File: src/tts_pkg.sv
`timescale 1ns / 1ps

package tts_pkg;

	localparam int QueueDepth = 4;

	localparam int ReadingW = 11;
	localparam int ValueW   = 14;
	localparam int CountW   = 3;
	localparam int IdxW     = 2;

	localparam logic [1:0] KIND_SAMPLE  = 2'd0;
	localparam logic [1:0] KIND_KEY     = 2'd1;
	localparam logic [1:0] KIND_REFRESH = 2'd2;

	localparam logic [1:0] MODE_TWO_DEC = 2'd0;
	localparam logic [1:0] MODE_ONE_DEC = 2'd1;
	localparam logic [1:0] MODE_INT     = 2'd2;

	localparam logic [15:0] REJECT_MASK = 16'hf800;

	// reciprocal of ten, exact for 16-bit dividends
	localparam logic [16:0] RECIP_TEN = 17'd52429;
	localparam int          RECIP_SH  = 19;

	typedef struct packed {
		logic [ValueW-1:0] value;
		logic [CountW-1:0] ndig;
		logic              dot_en;
		logic [IdxW-1:0]   dot_idx;
	} tts_job_t;

	function automatic logic [7:0] seg_code(input logic [3:0] digit);
		logic [7:0] code;
		case (digit)
			4'd0: code = 8'hc0;
			4'd1: code = 8'hf9;
			4'd2: code = 8'ha4;
			4'd3: code = 8'hb0;
			4'd4: code = 8'h99;
			4'd5: code = 8'h92;
			4'd6: code = 8'h82;
			4'd7: code = 8'hf8;
			4'd8: code = 8'h80;
			4'd9: code = 8'h90;
			default: code = 8'hff;
		endcase
		return code;
	endfunction

endpackage

File: src/tts_front.sv
`timescale 1ns / 1ps

module tts_front import tts_pkg::*; (
	input  logic        clk,
	input  logic        arst_n,
	input  logic        s_tvalid,
	output logic        s_tready,
	input  logic [15:0] s_tdata,
	input  logic [1:0]  s_tuser,
	output logic        push,
	output tts_job_t    push_job,
	input  logic        queue_ready
);

	logic [ReadingW-1:0] reading_q;
	logic [1:0]          mode_q;
	logic                xfer;
	logic [15:0]         r_x25;
	logic [13:0]         r_x5;
	logic [ValueW-1:0]   v;

	assign s_tready = queue_ready;
	assign xfer     = s_tvalid && s_tready;

	assign r_x25 = {reading_q, 4'd0} + {1'b0, reading_q, 3'd0} + {5'd0, reading_q};
	assign r_x5  = {1'b0, reading_q, 2'd0} + {3'd0, reading_q};

	always_comb begin
		v                = '0;
		push_job.ndig    = '0;
		push_job.dot_en  = 1'b0;
		push_job.dot_idx = '0;
		case (mode_q)
			MODE_TWO_DEC: begin
				v                = r_x25[15:2];
				push_job.ndig    = 3'd3 + {2'd0, v >= 14'd1000} + {2'd0, v >= 14'd10000};
				push_job.dot_en  = 1'b1;
				push_job.dot_idx = 2'd2;
			end
			MODE_ONE_DEC: begin
				v                = {3'd0, r_x5[13:3]};
				push_job.ndig    = 3'd2 + {2'd0, v >= 14'd100} + {2'd0, v >= 14'd1000};
				push_job.dot_en  = 1'b1;
				push_job.dot_idx = 2'd1;
			end
			MODE_INT: begin
				v             = {7'd0, reading_q[10:4]};
				push_job.ndig = 3'd1 + {2'd0, v >= 14'd10} + {2'd0, v >= 14'd100};
			end
			default: begin
				v = '0;
			end
		endcase
		push_job.value = v;
	end

	assign push = xfer && s_tuser == KIND_REFRESH && push_job.ndig != '0;

	always_ff @(posedge clk or negedge arst_n) begin
		if (!arst_n) begin
			reading_q <= '0;
			mode_q    <= MODE_TWO_DEC;
		end else if (xfer) begin
			if (s_tuser == KIND_SAMPLE && (s_tdata & REJECT_MASK) == 16'd0) begin
				reading_q <= s_tdata[ReadingW-1:0];
			end
			if (s_tuser == KIND_KEY) begin
				mode_q <= (mode_q == MODE_TWO_DEC) ? MODE_ONE_DEC :
				          (mode_q == MODE_ONE_DEC) ? MODE_INT : MODE_TWO_DEC;
			end
		end
	end

endmodule

File: src/tts_queue.sv
`timescale 1ns / 1ps

module tts_queue import tts_pkg::*; #(
	parameter int DEPTH = QueueDepth
) (
	input  logic     clk,
	input  logic     arst_n,
	input  logic     push,
	input  tts_job_t push_job,
	output logic     ready,
	input  logic     pop,
	output logic     valid,
	output tts_job_t pop_job
);

	localparam int PtrW = (DEPTH > 1) ? $clog2(DEPTH) : 1;
	localparam int CntW = $clog2(DEPTH + 1);

	tts_job_t        mem_q [DEPTH];
	logic [PtrW-1:0] wr_ptr_q;
	logic [PtrW-1:0] rd_ptr_q;
	logic [CntW-1:0] count_q;
	logic            do_push;
	logic            do_pop;

	assign ready   = count_q != CntW'(DEPTH);
	assign valid   = count_q != '0;
	assign pop_job = mem_q[rd_ptr_q];
	assign do_push = push && ready;
	assign do_pop  = pop && valid;

	always_ff @(posedge clk) begin
		if (do_push) begin
			mem_q[wr_ptr_q] <= push_job;
		end
	end

	always_ff @(posedge clk or negedge arst_n) begin
		if (!arst_n) begin
			wr_ptr_q <= '0;
			rd_ptr_q <= '0;
			count_q  <= '0;
		end else begin
			if (do_push) begin
				wr_ptr_q <= (wr_ptr_q == PtrW'(DEPTH - 1)) ? '0 : wr_ptr_q + 1'b1;
			end
			if (do_pop) begin
				rd_ptr_q <= (rd_ptr_q == PtrW'(DEPTH - 1)) ? '0 : rd_ptr_q + 1'b1;
			end
			if (do_push && !do_pop) begin
				count_q <= count_q + 1'b1;
			end else if (do_pop && !do_push) begin
				count_q <= count_q - 1'b1;
			end
		end
	end

endmodule

File: src/tts_back.sv
`timescale 1ns / 1ps

module tts_back import tts_pkg::*; (
	input  logic        clk,
	input  logic        arst_n,
	input  logic        job_valid,
	input  tts_job_t    job,
	output logic        pop,
	output logic        m_tvalid,
	input  logic        m_tready,
	output logic [15:0] m_tdata,
	output logic        m_tlast
);

	logic              busy_q;
	logic [ValueW-1:0] val_q;
	logic [CountW-1:0] ndig_q;
	logic              dot_en_q;
	logic [IdxW-1:0]   dot_idx_q;
	logic [CountW-1:0] idx_q;
	logic              out_valid_q;
	logic [2:0]        pos_q;
	logic [7:0]        code_q;
	logic              last_q;

	logic              adv;
	logic              emit;
	logic              is_last;
	logic [29:0]       prod;
	logic [ValueW-1:0] quo;
	logic [ValueW-1:0] rem_full;
	logic [7:0]        code;

	assign adv     = !out_valid_q || m_tready;
	assign emit    = busy_q && adv;
	assign is_last = idx_q == ndig_q - 1'b1;
	assign pop     = job_valid && (!busy_q || (emit && is_last));

	// digit = value mod 10 through a reciprocal multiply
	assign prod     = 30'(val_q * RECIP_TEN);
	assign quo      = {3'd0, prod[29:RECIP_SH]};
	assign rem_full = val_q - ((quo << 3) + (quo << 1));
	assign code     = seg_code(rem_full[3:0])
	                  & {~(dot_en_q && idx_q == {1'b0, dot_idx_q}), 7'h7f};

	always_ff @(posedge clk or negedge arst_n) begin
		if (!arst_n) begin
			busy_q      <= 1'b0;
			out_valid_q <= 1'b0;
		end else begin
			if (pop) begin
				busy_q <= 1'b1;
			end else if (emit && is_last) begin
				busy_q <= 1'b0;
			end
			if (adv) begin
				out_valid_q <= busy_q;
			end
		end
	end

	always_ff @(posedge clk) begin
		if (pop) begin
			val_q     <= job.value;
			ndig_q    <= job.ndig;
			dot_en_q  <= job.dot_en;
			dot_idx_q <= job.dot_idx;
			idx_q     <= '0;
		end else if (emit) begin
			val_q <= quo;
			idx_q <= idx_q + 1'b1;
		end
		if (emit) begin
			pos_q  <= 3'd7 - idx_q;
			code_q <= code;
			last_q <= is_last;
		end
	end

	assign m_tvalid = out_valid_q;
	assign m_tdata  = {5'd0, code_q, pos_q};
	assign m_tlast  = last_q;

endmodule

File: src/temperature_to_seven_segment.sv
`timescale 1ns / 1ps
// channel | dir | tdata                                   | tuser      | tlast
// s_      | in  | [15:0] raw_reading                      | [1:0] kind | -
// m_      | out | [2:0] digit_position, [10:3] segment_code | -          | last
//
// Front takes one transfer per cycle while the job queue has room.
// Back emits one digit per cycle while m_tready does not stall it; a refresh gives n digits (1 to 5).
// Refreshes queue back to back; samples and key presses are taken with no output.
// Reset clears the stored reading, the mode (two decimals) and the queue.
// A stalled output holds its digit; the queue fills before s_tready drops.

module temperature_to_seven_segment import tts_pkg::*; #(
	parameter int QUEUE_DEPTH = QueueDepth
) (
	input  logic        clk,
	input  logic        arst_n,
	input  logic        s_tvalid,
	output logic        s_tready,
	input  logic [15:0] s_tdata,   // raw_reading
	input  logic [1:0]  s_tuser,   // kind
	output logic        m_tvalid,
	input  logic        m_tready,
	output logic [15:0] m_tdata,   // digit_position, segment_code, zero fill
	output logic        m_tlast
);

	logic     push;
	tts_job_t push_job;
	logic     queue_ready;
	logic     pop;
	logic     job_valid;
	tts_job_t job;

	tts_front u_front (
		.clk         (clk),
		.arst_n      (arst_n),
		.s_tvalid    (s_tvalid),
		.s_tready    (s_tready),
		.s_tdata     (s_tdata),
		.s_tuser     (s_tuser),
		.push        (push),
		.push_job    (push_job),
		.queue_ready (queue_ready)
	);

	tts_queue #(
		.DEPTH (QUEUE_DEPTH)
	) u_queue (
		.clk      (clk),
		.arst_n   (arst_n),
		.push     (push),
		.push_job (push_job),
		.ready    (queue_ready),
		.pop      (pop),
		.valid    (job_valid),
		.pop_job  (job)
	);

	tts_back u_back (
		.clk       (clk),
		.arst_n    (arst_n),
		.job_valid (job_valid),
		.job       (job),
		.pop       (pop),
		.m_tvalid  (m_tvalid),
		.m_tready  (m_tready),
		.m_tdata   (m_tdata),
		.m_tlast   (m_tlast)
	);

endmodule

File: config.mk
export PLATFORM = sky130hd
export DESIGN_NAME = temperature_to_seven_segment
export DESIGN_NICKNAME = d
export VERILOG_FILES = /design/src/tts_pkg.sv /design/src/tts_front.sv /design/src/tts_queue.sv /design/src/tts_back.sv /design/src/temperature_to_seven_segment.sv
export SDC_FILE = /design/constraint.sdc
export NUM_CORES = 1
export LEC_CHECK = 0
export BUFFER_PORTS_ARGS = -buffer_cell sky130_fd_sc_hd__buf_2
export CORE_ASPECT_RATIO = 0.75
export CORE_MARGIN = 5
export CORE_UTILIZATION = 45
export DETAILED_ROUTE_END_ITERATION = 12
export GPL_TIMING_DRIVEN = 0
export PLACE_DENSITY = 0.68
export SYNTH_ARGS = -nofsm -noshare
export SYNTH_HDL_FRONTEND = slang
export SYNTH_SLANG_ARGS = --single-unit
export TNS_END_PERCENT = 5
File: constraint.sdc
create_clock -name clk -period 8.1 [get_ports clk]
set_input_delay 1.62 -clock clk [delete_from_list [all_inputs] [get_ports clk]]
set_output_delay 1.62 -clock clk [all_outputs]
set_load 0.01 [all_outputs]
==> flow_summary.yaml <==
status:
  status: "finished, final reports clean"
routing:
  vias: 6836
  first_pass_iters: 5
  avgViaCountPerCell: 5.33
  wl_mm: 21.6
  ant_nets: 0
  drtIter0Drc: 537
  drc: 0
  wl_per_cell_um: 16.9
synth:
  synth_cells: 911
  ys_ff_latch: 137
  synth_fa_ha_area_frac: 0.305
  synth_area_um2: 10600
  syn_avg_cell_area_um2: 11.7
  synth_mux_area_frac: 0.0554
  synth_cell_types: 70
  yosys_warnings: 0
  synth-compound-area-share: 0.0913
  synth_xor_area_frac: 0.0402
  synth-edff-count: 112
  synth_top_family_by_area: "adder cells"
  synthArstFlopShare: 0.161
  ys_seq_area_frac: 0.373
  yosys.area_share.simple: 0.0729
  dominantRegCellSynth: "edfxtp_1"
die:
  dieWidth_um: 188
  die_area_um2: 26900
  num_rows: 48
  io_pins: 41
  start_util: 0.460
  core_area_um2: 23100
  die_h_um: 143
cts:
  h-tree-depth: 4
  hold_buffers: 0
  cts-resized-gates: 0
  cts.root.buffer_cell: "clkbuf_16"
  cts_sinks: 137
  cts_tree: "yes"
  clockBufferDepth: 2
  clk_latency_ns: 0.42
  cts_made_buffers: 17
  postCtsSetupRepairBufs: 0
  cts.reportedPaths.clkPinSlew_ns: 0.07
setup_path:
  start_kind: "flip-flop"
  crit_top_cell: "inv_1"
  timing.rr.start: "u_back.val_q[8]"
  crit_path_end_kind: "flip-flop"
  critical_path_arrival_ns: 7.81
  cp_num_buf_inv: 7
  crit_slowest_cell: "dlygate4sd3_1"
  worstReg2RegEnd: "u_back.code_q[5]"
  crit_start: "u_back.val_q[8]"
  reg2reg_slack_ns: 0.44
  cp-endpoint: "u_back.code_q[5]"
  path_max_fanout: 10
  path_class: "reg2reg"
  worstRegToRegCells: 26
  crit_path_max_incr_delay_ns: 0.79
  crit_required_ns: 8.25
  path_depth: 26
  crit_family: "adder cells"
timing:
  final.setup.tns_ns: 0
  finalSetupViolCount: 0
  hold_violations: 0
  period_needed_ns: 7.66
  skew_ns: 0.0116
  rsz0062_at_grt: "no"
  slew_violations: 0
  tightest_slew_ns: 1.23
  fin_crit_sh: 0.946
  relSlewSlack: 0.172
  fmax_mhz: 131
finish:
  drive_gt1_frac: 0.127
  mostFrequentLayoutCell: "ha_1"
  antenna_cells: 0
  syn2layout_area_growth_pct: 10.9
  mostFrequentLayoutCells: "ha_1, inv_1, edfxtp_1"
  final_nets: 1212
grt:
  grt_pass1_vias: 6893
  grt_first_pass_wirelength_mm: 35.8
  grt_max_degree: 23
  antenna_found_initial: 0
  track_usage: 0.169
  grt-ovfl-total: 0
placed_design:
  gp_congestion: 0.874
  dp_hpwl_mm: 17.1
  port-buffer-count: 35
min_path:
  min_path_type: "reg2reg"
flow_run:
  cap_violations: 0
metal layers:
metal,vias to the layer above,global-route usage,wire length (um)
li1,3306,-,-
met1,3330,0.253,10800
met2,184,0.263,9570
met3,16,0.0296,1130
met4,0,0.0317,147
met5,-,0,0
through the flow:
step / instances / worst slack, ns / hold WS [ns] / instance area [um^2] / util
after floorplan: 915 / 1.50 / 0.496 / 10700 / -
after global placement: 1250 / 0.611 / 0.516 / 11200 / 0.485
after detailed placement: 1250 / 0.530 / 0.522 / 11200 / 0.485
after CTS: 1282 / 0.483 / 0.538 / 11800 / 0.510
after global routing: 1282 / 0.138 / 0.558 / 11800 / 0.510
final: 1282 / 0.440 / 0.534 / 11800 / 0.510
worst reg2reg max path, stage by stage (launching register included):
cell and delay [ns]:
edfxtp_1 0.52, ha_1 0.37, inv_1 0.06, fa_1 0.48, inv_1 0.12, fa_1 0.53, inv_1 0.06, fa_1 0.53
inv_1 0.05, fa_1 0.52, inv_1 0.07, fa_1 0.51, inv_1 0.05, ha_1 0.32, nand4_1 0.18, or3_1 0.41
a21o_1 0.19, nand2_1 0.09, a211oi_1 0.10, nor2_1 0.13, xor2_1 0.31, ha_1 0.34, xor2_1 0.36, dlygate4sd3_1 0.80
nand2_1 0.12, o21ai_0 0.10, a21oi_1 0.09
layout make-up:
| cell class | count | area, um^2 |
|---|---|---|
| Fill cell | 2003 | 11300 |
| Buffer | 20 | 116 |
| Tap cell | 300 | 375 |
| Timing Repair Buffer | 35 | 175 |
| Multi-Input combinational cell | 614 | 6030 |
| Clock inverter | 15 | 161 |
| Sequential cell | 137 | 3970 |
| Inverter | 144 | 541 |
| Clock buffer | 17 | 425 |
cell usage after synthesis, drive strengths merged (2+ instances only):
library cell	count	area share
ha	157	0.18
inv	143	0.050
edfxtp	112	0.32
fa	64	0.12
nand2	52	0.018
a21oi	49	0.023
nor2	38	0.014
o21ai	38	0.018
xnor2	26	0.023
dfrtp	22	0.052
mux4	20	0.042
xor2	18	0.015
a21o	15	0.011
and2	12	0.0071
buf	10	0.0068
o22ai	10	0.0059
clkbuf	9	0.0032
nor3	9	0.0042
mux2	7	0.0074
o21a	7	0.0049
mux2i	6	0.0056
nand2b	6	0.0035
nand3	6	0.0028
and3	5	0.0031
nand4	5	0.0029
nor4	5	0.0029
or2	5	0.0029
a211oi	4	0.0028
o21bai	4	0.0028
o31ai	4	0.0028
a31oi	3	0.0018
and4	3	0.0026
dfxtp	3	0.0056
nor2b	3	0.0018
o211ai	3	0.0026
or3	3	0.0018
a2111oi	2	0.0016
a22o	2	0.0025
a31o	2	0.0016
nand3b	2	0.0026
o311a	2	0.0019
logic make-up after synthesis:
family | count (synthesis)
other cells | 1
compound gates | 153
flops | 137
fa+ha+maj | 221
mux | 33
buf+inv | 164
simple gates | 157
xor+xnor | 45
registers in the layout, indices dropped and copies added, names as in the netlist:
signal	flops
u_front.reading_q	11
u_back.m_tvalid	1
u_front.mode_q	2
u_queue.wr_ptr_q	2
u_back.dot_en_q	1
u_back.m_tlast	1
u_back.val_q	14
u_back.pos_q	3
u_back.ndig_q	3
u_back.busy_q	1
u_queue.count_q	3
u_back.dot_idx_q	2
u_queue.mem_q	80
u_back.code_q	8
u_back.idx_q	3
u_queue.rd_ptr_q	2
how the worst min path moves through the flow:
stage                            start                 end  slack, ns  cells past startpoint
floorplan                u_back.busy_q     u_back.m_tvalid       0.50                      1
global placement    u_queue.count_q[2]  u_queue.count_q[2]       0.52                      1
detailed placement     u_back.idx_q[1]     u_back.pos_q[1]       0.52                      1
CTS                    u_back.idx_q[1]     u_back.pos_q[1]       0.54                      1
global route           u_back.idx_q[1]     u_back.pos_q[1]       0.56                      1
finish              u_queue.count_q[2]  u_queue.count_q[2]       0.53                      1
Power is not shown: default switching activity piles up to over one toggle a cycle in this logic, so the estimate is an artifact.
